==> config.mk <==
export PLATFORM = sky130hd
export DESIGN_NAME = sri_ctrl
export DESIGN_NICKNAME = d
export VERILOG_FILES = /design/src/sri_pkg.sv /design/src/sri_ctrl.sv
export SDC_FILE = /design/constraint.sdc
export NUM_CORES = 1
export LEC_CHECK = 0
export BUFFER_PORTS_ARGS = -buffer_cell sky130_fd_sc_hd__buf_2
export CAP_MARGIN = 20
export CELL_PAD_IN_SITES_DETAIL_PLACEMENT = 1
export CELL_PAD_IN_SITES_GLOBAL_PLACEMENT = 1
export CORE_UTILIZATION = 33
export CTS_CLUSTER_DIAMETER = 80
export DETAILED_ROUTE_END_ITERATION = 7
export GPL_ROUTABILITY_DRIVEN = 0
export PLACE_DENSITY = 0.88
export SLEW_MARGIN = 20
export SYNTH_ARGS = -nofsm -noshare
export SYNTH_HDL_FRONTEND = slang
export SYNTH_SLANG_ARGS = --single-unit
==> constraint.sdc <==
create_clock -name clk_i -period 2.4 [get_ports clk_i]
set_input_delay 0.12 -clock clk_i [delete_from_list [all_inputs] [get_ports clk_i]]
set_output_delay 0.12 -clock clk_i [all_outputs]
set_load 0.005 [all_outputs]
==> src/sri_pkg.sv <==
// ----------------------------------------------------------------------------
// sri_pkg: shared types and constants of the sparse recurrent tanh tick block
// Geometry, request and status codes, fixed-point constants and the
// controller/datapath command and status bundles.
// ----------------------------------------------------------------------------
package sri_pkg;

  localparam int NODES      = 4096;
  localparam int EDGES      = 65536;
  localparam int DRIVE_ROWS = 2048;
  localparam int AGENTS     = 8;

  localparam int NODE_W  = $clog2(NODES);
  localparam int EDGE_W  = $clog2(EDGES);
  localparam int DRV_W   = $clog2(DRIVE_ROWS);
  localparam int LANE_W  = $clog2(AGENTS);
  localparam int NVAL_AW = 1 + NODE_W + LANE_W;
  localparam int DRV_AW  = DRV_W + LANE_W;
  localparam int ROWS_W  = NODE_W + 1;
  localparam int CFG_W   = 13;

  // request codes
  localparam logic [2:0] REQ_WR_EDGE  = 3'd0;
  localparam logic [2:0] REQ_WR_ROW   = 3'd1;
  localparam logic [2:0] REQ_WR_DRIVE = 3'd2;
  localparam logic [2:0] REQ_WR_STATE = 3'd3;
  localparam logic [2:0] REQ_RUN      = 3'd4;
  localparam logic [2:0] REQ_RD_STATE = 3'd5;
  localparam logic [2:0] REQ_CLEAR    = 3'd6;

  // result status codes
  localparam logic [1:0] STS_WRITE  = 2'd0;
  localparam logic [1:0] STS_RUN    = 2'd1;
  localparam logic [1:0] STS_READ   = 2'd2;
  localparam logic [1:0] STS_REJECT = 2'd3;

  // configuration register indexes
  localparam logic CFG_NODE_COUNT = 1'b0;
  localparam logic CFG_TICKS      = 1'b1;

  localparam logic [CFG_W-1:0] NODE_COUNT_RST = 13'd4096;
  localparam logic [3:0]       TICKS_RST      = 4'd4;

  // fixed-point constants
  localparam logic [35:0]        LN2_Q30    = 36'd744261118;
  localparam logic [35:0]        LN2_HALF   = 36'd372130559;
  localparam logic [32:0]        TANH_CLIP  = 33'd589824;
  localparam logic signed [32:0] TAYLOR_C8  = 33'sd26631;
  localparam logic signed [63:0] ACC_LIM    = 64'sh4000_0000_0000_0000;

  function automatic logic signed [32:0] taylor_coef(input logic [2:0] k);
    logic signed [32:0] c;
    case (k)
      3'd0: c = 33'sd1073741824;
      3'd1: c = 33'sd1073741824;
      3'd2: c = 33'sd536870912;
      3'd3: c = 33'sd178956971;
      3'd4: c = 33'sd44739243;
      3'd5: c = 33'sd8947849;
      3'd6: c = 33'sd1491308;
      3'd7: c = 33'sd213044;
      default: c = 33'sd0;
    endcase
    return c;
  endfunction

  typedef struct packed {
    logic       req_load;
    logic       wr_edge;
    logic       wr_row;
    logic       wr_drive;
    logic       wr_state;
    logic       rd_state;
    logic       res_load;
    logic       res_read;
    logic [1:0] res_status;
    logic       clr_step;
    logic       bank_clr;
    logic       bank_flip;
    logic       tick_init;
    logic       row_rd;
    logic       row_latch;
    logic       lane_init;
    logic       edge_rd;
    logic       src_rd;
    logic       mul;
    logic       acc;
    logic       mag_sat;
    logic       mag_from_q;
    logic       div_start;
    logic       div_tanh;
    logic       pre_calc;
    logic       drv_add;
    logic       n_init;
    logic       n_step;
    logic       h_init;
    logic       h_mul;
    logic       h_add;
    logic       wb;
    logic       lane_next;
    logic       row_next;
  } sri_cmd_t;

  typedef struct packed {
    logic [2:0] req_type;
    logic       addr_ok;
    logic       clr_last;
    logic       rows_done;
    logic       edges_done;
    logic       scale_sat;
    logic       div_busy;
    logic       n_done;
    logic       k_zero;
    logic       lane_last;
  } sri_stat_t;

endpackage

==> src/sri_ctrl.sv <==
// ----------------------------------------------------------------------------
// sri_ctrl: controller
// Sequences request execution, the tick/row/lane/edge walk, the scaling and
// tanh steps, the state clearing sweep and the result handshake.
// ----------------------------------------------------------------------------
module sri_ctrl (
  input  logic                     clk_i,
  input  logic                     rst_ni,
  input  logic                     in_valid_i,
  output logic                     in_stall_o,
  output logic                     out_valid_o,
  input  logic                     out_stall_i,
  input  logic                     cfg_we_i,
  input  logic                     cfg_idx_i,
  input  logic [sri_pkg::CFG_W-1:0] cfg_wdata_i,
  output sri_pkg::sri_cmd_t        cmd_o,
  input  sri_pkg::sri_stat_t       st_i
);

  localparam logic [4:0] S_IDLE     = 5'd0;
  localparam logic [4:0] S_CLR_BOOT = 5'd1;
  localparam logic [4:0] S_CLR_REQ  = 5'd2;
  localparam logic [4:0] S_EXEC     = 5'd3;
  localparam logic [4:0] S_DONE     = 5'd4;
  localparam logic [4:0] S_T_START  = 5'd5;
  localparam logic [4:0] S_ROW_RD   = 5'd6;
  localparam logic [4:0] S_ROW_LAT  = 5'd7;
  localparam logic [4:0] S_LANE_ST  = 5'd8;
  localparam logic [4:0] S_E_RD     = 5'd9;
  localparam logic [4:0] S_E_LAT    = 5'd10;
  localparam logic [4:0] S_E_MUL    = 5'd11;
  localparam logic [4:0] S_E_ACC    = 5'd12;
  localparam logic [4:0] S_SCALE    = 5'd13;
  localparam logic [4:0] S_SDIV     = 5'd14;
  localparam logic [4:0] S_PRE      = 5'd15;
  localparam logic [4:0] S_DRV      = 5'd16;
  localparam logic [4:0] S_NINIT    = 5'd17;
  localparam logic [4:0] S_NLOOP    = 5'd18;
  localparam logic [4:0] S_HMUL     = 5'd19;
  localparam logic [4:0] S_HADD     = 5'd20;
  localparam logic [4:0] S_EXP      = 5'd21;
  localparam logic [4:0] S_TDIV     = 5'd22;
  localparam logic [4:0] S_WB       = 5'd23;
  localparam logic [4:0] S_TICK_END = 5'd24;

  logic [4:0] state_q, state_d;
  logic [3:0] ticks_q, tick_cnt_q, tick_cnt_d;
  logic [1:0] res_status_q, res_status_d;
  logic       res_read_q, res_read_d;
  logic       out_valid_q, out_valid_d;

  always_comb begin
    cmd_o        = '0;
    state_d      = state_q;
    tick_cnt_d   = tick_cnt_q;
    res_status_d = res_status_q;
    res_read_d   = res_read_q;
    out_valid_d  = out_valid_q && out_stall_i;

    case (state_q)
      S_IDLE: begin
        if (in_valid_i) begin
          cmd_o.req_load = 1'b1;
          state_d        = S_EXEC;
        end
      end
      S_CLR_BOOT: begin
        cmd_o.clr_step = 1'b1;
        if (st_i.clr_last) begin
          state_d = S_IDLE;
        end
      end
      S_CLR_REQ: begin
        cmd_o.clr_step = 1'b1;
        if (st_i.clr_last) begin
          state_d = S_DONE;
        end
      end
      S_EXEC: begin
        res_read_d   = 1'b0;
        res_status_d = st_i.addr_ok ? sri_pkg::STS_WRITE : sri_pkg::STS_REJECT;
        state_d      = S_DONE;
        case (st_i.req_type)
          sri_pkg::REQ_WR_EDGE:  cmd_o.wr_edge  = st_i.addr_ok;
          sri_pkg::REQ_WR_ROW:   cmd_o.wr_row   = st_i.addr_ok;
          sri_pkg::REQ_WR_DRIVE: cmd_o.wr_drive = st_i.addr_ok;
          sri_pkg::REQ_WR_STATE: cmd_o.wr_state = st_i.addr_ok;
          sri_pkg::REQ_RD_STATE: begin
            cmd_o.rd_state = st_i.addr_ok;
            res_read_d     = st_i.addr_ok;
            res_status_d   = st_i.addr_ok ? sri_pkg::STS_READ : sri_pkg::STS_REJECT;
          end
          sri_pkg::REQ_RUN: begin
            res_status_d = sri_pkg::STS_RUN;
            tick_cnt_d   = '0;
            if (ticks_q != 4'd0) begin
              state_d = S_T_START;
            end
          end
          sri_pkg::REQ_CLEAR: begin
            res_status_d   = sri_pkg::STS_WRITE;
            cmd_o.bank_clr = 1'b1;
            state_d        = S_CLR_REQ;
          end
          default: res_status_d = sri_pkg::STS_REJECT;
        endcase
      end
      S_DONE: begin
        if (!out_valid_q || !out_stall_i) begin
          cmd_o.res_load   = 1'b1;
          cmd_o.res_read   = res_read_q;
          cmd_o.res_status = res_status_q;
          out_valid_d      = 1'b1;
          state_d          = S_IDLE;
        end
      end
      S_T_START: begin
        cmd_o.tick_init = 1'b1;
        state_d         = S_ROW_RD;
      end
      S_ROW_RD: begin
        if (st_i.rows_done) begin
          state_d = S_TICK_END;
        end else begin
          cmd_o.row_rd = 1'b1;
          state_d      = S_ROW_LAT;
        end
      end
      S_ROW_LAT: begin
        cmd_o.row_latch = 1'b1;
        state_d         = S_LANE_ST;
      end
      S_LANE_ST: begin
        cmd_o.lane_init = 1'b1;
        state_d         = S_E_RD;
      end
      S_E_RD: begin
        if (st_i.edges_done) begin
          state_d = S_SCALE;
        end else begin
          cmd_o.edge_rd = 1'b1;
          state_d       = S_E_LAT;
        end
      end
      S_E_LAT: begin
        cmd_o.src_rd = 1'b1;
        state_d      = S_E_MUL;
      end
      S_E_MUL: begin
        cmd_o.mul = 1'b1;
        state_d   = S_E_ACC;
      end
      S_E_ACC: begin
        cmd_o.acc = 1'b1;
        state_d   = S_E_RD;
      end
      S_SCALE: begin
        if (st_i.scale_sat) begin
          cmd_o.mag_sat = 1'b1;
          state_d       = S_PRE;
        end else begin
          cmd_o.div_start = 1'b1;
          state_d         = S_SDIV;
        end
      end
      S_SDIV: begin
        if (!st_i.div_busy) begin
          cmd_o.mag_from_q = 1'b1;
          state_d          = S_PRE;
        end
      end
      S_PRE: begin
        cmd_o.pre_calc = 1'b1;
        state_d        = S_DRV;
      end
      S_DRV: begin
        cmd_o.drv_add = 1'b1;
        state_d       = S_NINIT;
      end
      S_NINIT: begin
        cmd_o.n_init = 1'b1;
        state_d      = S_NLOOP;
      end
      S_NLOOP: begin
        if (st_i.n_done) begin
          cmd_o.h_init = 1'b1;
          state_d      = S_HMUL;
        end else begin
          cmd_o.n_step = 1'b1;
        end
      end
      S_HMUL: begin
        cmd_o.h_mul = 1'b1;
        state_d     = S_HADD;
      end
      S_HADD: begin
        cmd_o.h_add = 1'b1;
        state_d     = st_i.k_zero ? S_EXP : S_HMUL;
      end
      S_EXP: begin
        cmd_o.div_start = 1'b1;
        cmd_o.div_tanh  = 1'b1;
        state_d         = S_TDIV;
      end
      S_TDIV: begin
        if (!st_i.div_busy) begin
          state_d = S_WB;
        end
      end
      S_WB: begin
        cmd_o.wb = 1'b1;
        if (st_i.lane_last) begin
          cmd_o.row_next = 1'b1;
          state_d        = S_ROW_RD;
        end else begin
          cmd_o.lane_next = 1'b1;
          state_d         = S_LANE_ST;
        end
      end
      S_TICK_END: begin
        cmd_o.bank_flip = 1'b1;
        tick_cnt_d      = tick_cnt_q + 4'd1;
        state_d         = (tick_cnt_d >= ticks_q) ? S_DONE : S_T_START;
      end
      default: state_d = S_IDLE;
    endcase
  end

  always_ff @(posedge clk_i or negedge rst_ni) begin
    if (!rst_ni) begin
      state_q      <= S_CLR_BOOT;
      ticks_q      <= sri_pkg::TICKS_RST;
      tick_cnt_q   <= '0;
      res_status_q <= sri_pkg::STS_WRITE;
      res_read_q   <= 1'b0;
      out_valid_q  <= 1'b0;
    end else begin
      state_q      <= state_d;
      tick_cnt_q   <= tick_cnt_d;
      res_status_q <= res_status_d;
      res_read_q   <= res_read_d;
      out_valid_q  <= out_valid_d;
      if (cfg_we_i && cfg_idx_i == sri_pkg::CFG_TICKS) begin
        ticks_q <= cfg_wdata_i[3:0];
      end
    end
  end

  assign in_stall_o  = state_q != S_IDLE;
  assign out_valid_o = out_valid_q;

endmodule

==> key figures <==
Final layout
  • Layout cells sized above 1: 34.4%
  • Synth-to-Final Area Change: 26.5%
  • Commonest non-fill, non-tap cell in the layout: buf_2
  • Final nets: 287
  • Core Util, Final: between 40% and 50%
  • N_diodes: 0
  • Highest-count cells in the layout ignoring fill and taps: buf_2 (58), nor2_1 (20), nand2_1 (16)
  • Fin area: 0.00194 mm2

CTS
  • Max Buffers Root-to-Sink: 2
  • PostCTS Resize Cnt: 0
  • Worst-path clk slew: 60 ps
  • CTS buffer count: 3
  • Htree depth: 1
  • CTS root buf: clkbuf_8
  • CTS tree: built
  • Clk_lat worst skew: 250 ps
  • Clock Sinks: 17

Critical path
  • Critical path's top delay family: simple AND/OR/NAND/NOR gates
  • CP startpoint kind: flip-flop
  • WP buf/inv: 2
  • CP max-delay cell: dfrtp_1
  • Class of the most critical setup path: reg2out
  • Worst path cell trace: buf_4 -> nor3_1 -> nand3_1 -> nor4b_1 -> buf_2
  • Critical Path Sink: cmd_o[33]
  • Reg-to-reg setup timing slack: 260 ps
  • Reg2reg end: state_q[1]
  • Cell count of the worst reg-to-reg path: 4
  • Critical path data required time: between 2000 and 2500 ps
  • CP Launch Point: state_q[3]
  • Critical Path AT: between 2000 and 2500 ps
  • Largest stage delay on the critical path: 430 ps
  • Reg2reg start: state_q[4]
  • Stages on worst setup path: 5
  • CP Capture Type: output pin
  • Worst-path fanout max: 14

Synth
  • Warnings from Yosys: 0
  • Seq cells post-synth: 17
  • Mapped Nets: 227
  • Register area share after synthesis: 27.9%
  • Largest area contributor in the netlist: dfrtp_1
  • Ys async rst share: 100%
  • Top-area cell type share of the netlist area: 24.4%
  • Synthesized area per cell: 8.04 um2
  • Mapped Area: 0.00154 mm2
  • Post-synth top flop: dfrtp_1
  • Post-synth EDFFs: 0
  • Unique masters post-synth: ~50
  • Ranking of synthesized cells by area: dfrtp_1 (24%), nor2_1 (4.9%), ha_1 (4.1%)
  • Mapped Cells: 191

Run
  • Max Cap Violations: 0

Global route
  • First-pass GRT wire length: between 7 and 8 mm
  • Pin count of the biggest net entering global routing: 18
  • Vias in the first global route: 1575
  • GR Util All Layers: about a fifth
  • Gr ovfl total: 0
  • Initial antenna violation count: 0

Routing
  • Final ANT Viol Nets: 0
  • TritonRoute pass-1 iters: 4
  • Routed via count: around 1700
  • DRT iter0 DRCs: 94
  • DR vias/cell: 5.47
  • DRC Markers: 0
  • Post-DR wirelength/cell: 15.7 um
  • WL final: 4.73 mm

STA
  • Period minus WS final: between 2000 and 2500 ps
  • Setup_tns: 0 ps
  • Clock Skew: 1.66 ps
  • F_max: 444 MHz
  • Final Max Slew Viols: 0
  • Least-Margin Pin Slew: 567 ps
  • Fin crit share: a little over nine tenths
  • Final Setup Violations: 0
  • Final hold vios: 0
  • RSZ-0062 raised after global routing: false
  • Slew HR: 62.2%

Floorplanning
  • Die ar.: 0.00493 mm2
  • Die H: 70.2 um
  • CORE AREA: between 0.004 and 0.005 mm2
  • # IOs: 68
  • Overall die width: approximately 70 um
  • Effective utilization at floorplan: a little over a third
  • Core Rows: 24

Placed design
  • HPWL Detailed: around 3.7 mm
  • DP Area: 0.00189 mm2
  • PortBufs: 58

Pwr
  • Lkg Pwr: a little under 1 nW
  • Worst vdd ir: 0.366 mV
  • Pwr Density: approximately 1000 mW/mm2

Hold path
  • Hold Crit Class: in2reg

Run status
  • Status: complete, no violations
==> cell usage after synthesis (2+ instances only) <==
library cell  count
nor3b_1           2
o21bai_1          3
nand4b_1          2
o22ai_1           3
nand2_1          16
a21o_1            2
a221oi_1          2
o21ai_0           6
nor3_1           11
or4_4             2
o31ai_1           2
a22o_1            4
dfrtp_1          15
nor2_1           20
nor2b_1           3
nor4_1            2
mux2_2            4
a21oi_1          10
or3b_2            3
dfstp_2           2
nor4b_1           2
nand3_1           4
and3_1            4
mux2i_1           2
ha_1              5
a211oi_1          3
and2_1            5
buf_2             4
clkbuf_1          5
and4_1            3
buf_4             3
nand2b_1          8
o32ai_1           4
inv_1             8
==> flip-flops by register name (all words and copies together), names as in the netlist <==
| register | count |
|---|---|
| res_status_q | 2 |
| tick_cnt_q | 4 |
| ticks_q | 4 |
| state_q | 5 |
| out_valid_o | 1 |
| res_read_q | 1 |
==> worst min path at each step <==
stage,startpoint,to,slack [ps],cells past startpoint
2_1_floorplan,rst_ni,out_valid_o,-180,0
3_3_place_gp,rst_ni,ticks_q[1],60,1
3_5_place_dp,rst_ni,ticks_q[0],60,1
4_1_cts,st_i[7],state_q[0],60,2
5_1_grt,st_i[7],state_q[0],60,2
6_report,st_i[7],state_q[0],60,2
==> worst reg2reg max path: stages (launching register included) <==
cell and delay (ps):
dfrtp_1 700, or3_1 330, o32ai_1 110, or4_4 570, mux2_4 320
==> per-stage QoR <==
step / instances / hold WS [ps] / setup WS, ps / power, mW
after global routing: 302 / 59.1 / 12.1 / 2.16
after CTS: 302 / 60.9 / 141 / 2.01
after detailed placement: 297 / 63.0 / 273 / 1.78
after global placement: 297 / 56.4 / 329 / 1.72
after floorplan: 191 / -176 / 589 / 1.41
final: 302 / 64.7 / 146 / 2.00
==> repair_timing <==
| action | 4_1_cts | 5_1_grt |
|---|---|---|
| buffers inserted | 0 | 0 |
| endpoints found under the setup margin | 0 | 0 |
| hold buffers | 1 | 0 |
| hold endpoints to repair | 15 | 0 |
==> report_power, final <==
group	switching (mW)	internal, mW
Sequential	0.148	0.395
Clock	0.0924	0.118
Combinational	0.667	0.580
==> cells by family (layout without fill, tap and decap cells) <==
| logic type | after synthesis | after routing | share of synthesized area (%) |
|---|---|---|---|
| mux | 7 | 7 | 5.21 |
| compound gates | 43 | 43 | 19.1 |
| buf+inv | 23 | 82 | 7.25 |
| fa+ha+maj | 5 | 5 | 4.07 |
| flops | 17 | 17 | 27.9 |
| simple gates | 93 | 93 | 33.6 |
| xor+xnor | 3 | 3 | 2.93 |
==> metal layers <==
| metal | vias to the layer above | share of wire [%] | global-route usage [%] |
|---|---|---|---|
| met1 | 794 | 43 | 24.7 |
| met3 | 2 | 4.5 | 2.89 |
| met5 | - | 0 | 0 |
| met2 | 47 | 52 | 34.0 |
| met4 | 0 | 0.17 | 2.44 |
| li1 | 809 | - | - |
==> area by class of cell <==
cell class,instances,area (um2)
fill,566,2470
sequential,17,428
inverter,9,33.8
timing repair buffer,69,375
tap,52,65.1
multi-input combinational,151,997
clock buffer,4,45.0
No activity file was read; power rests on OpenSTA's default activity.
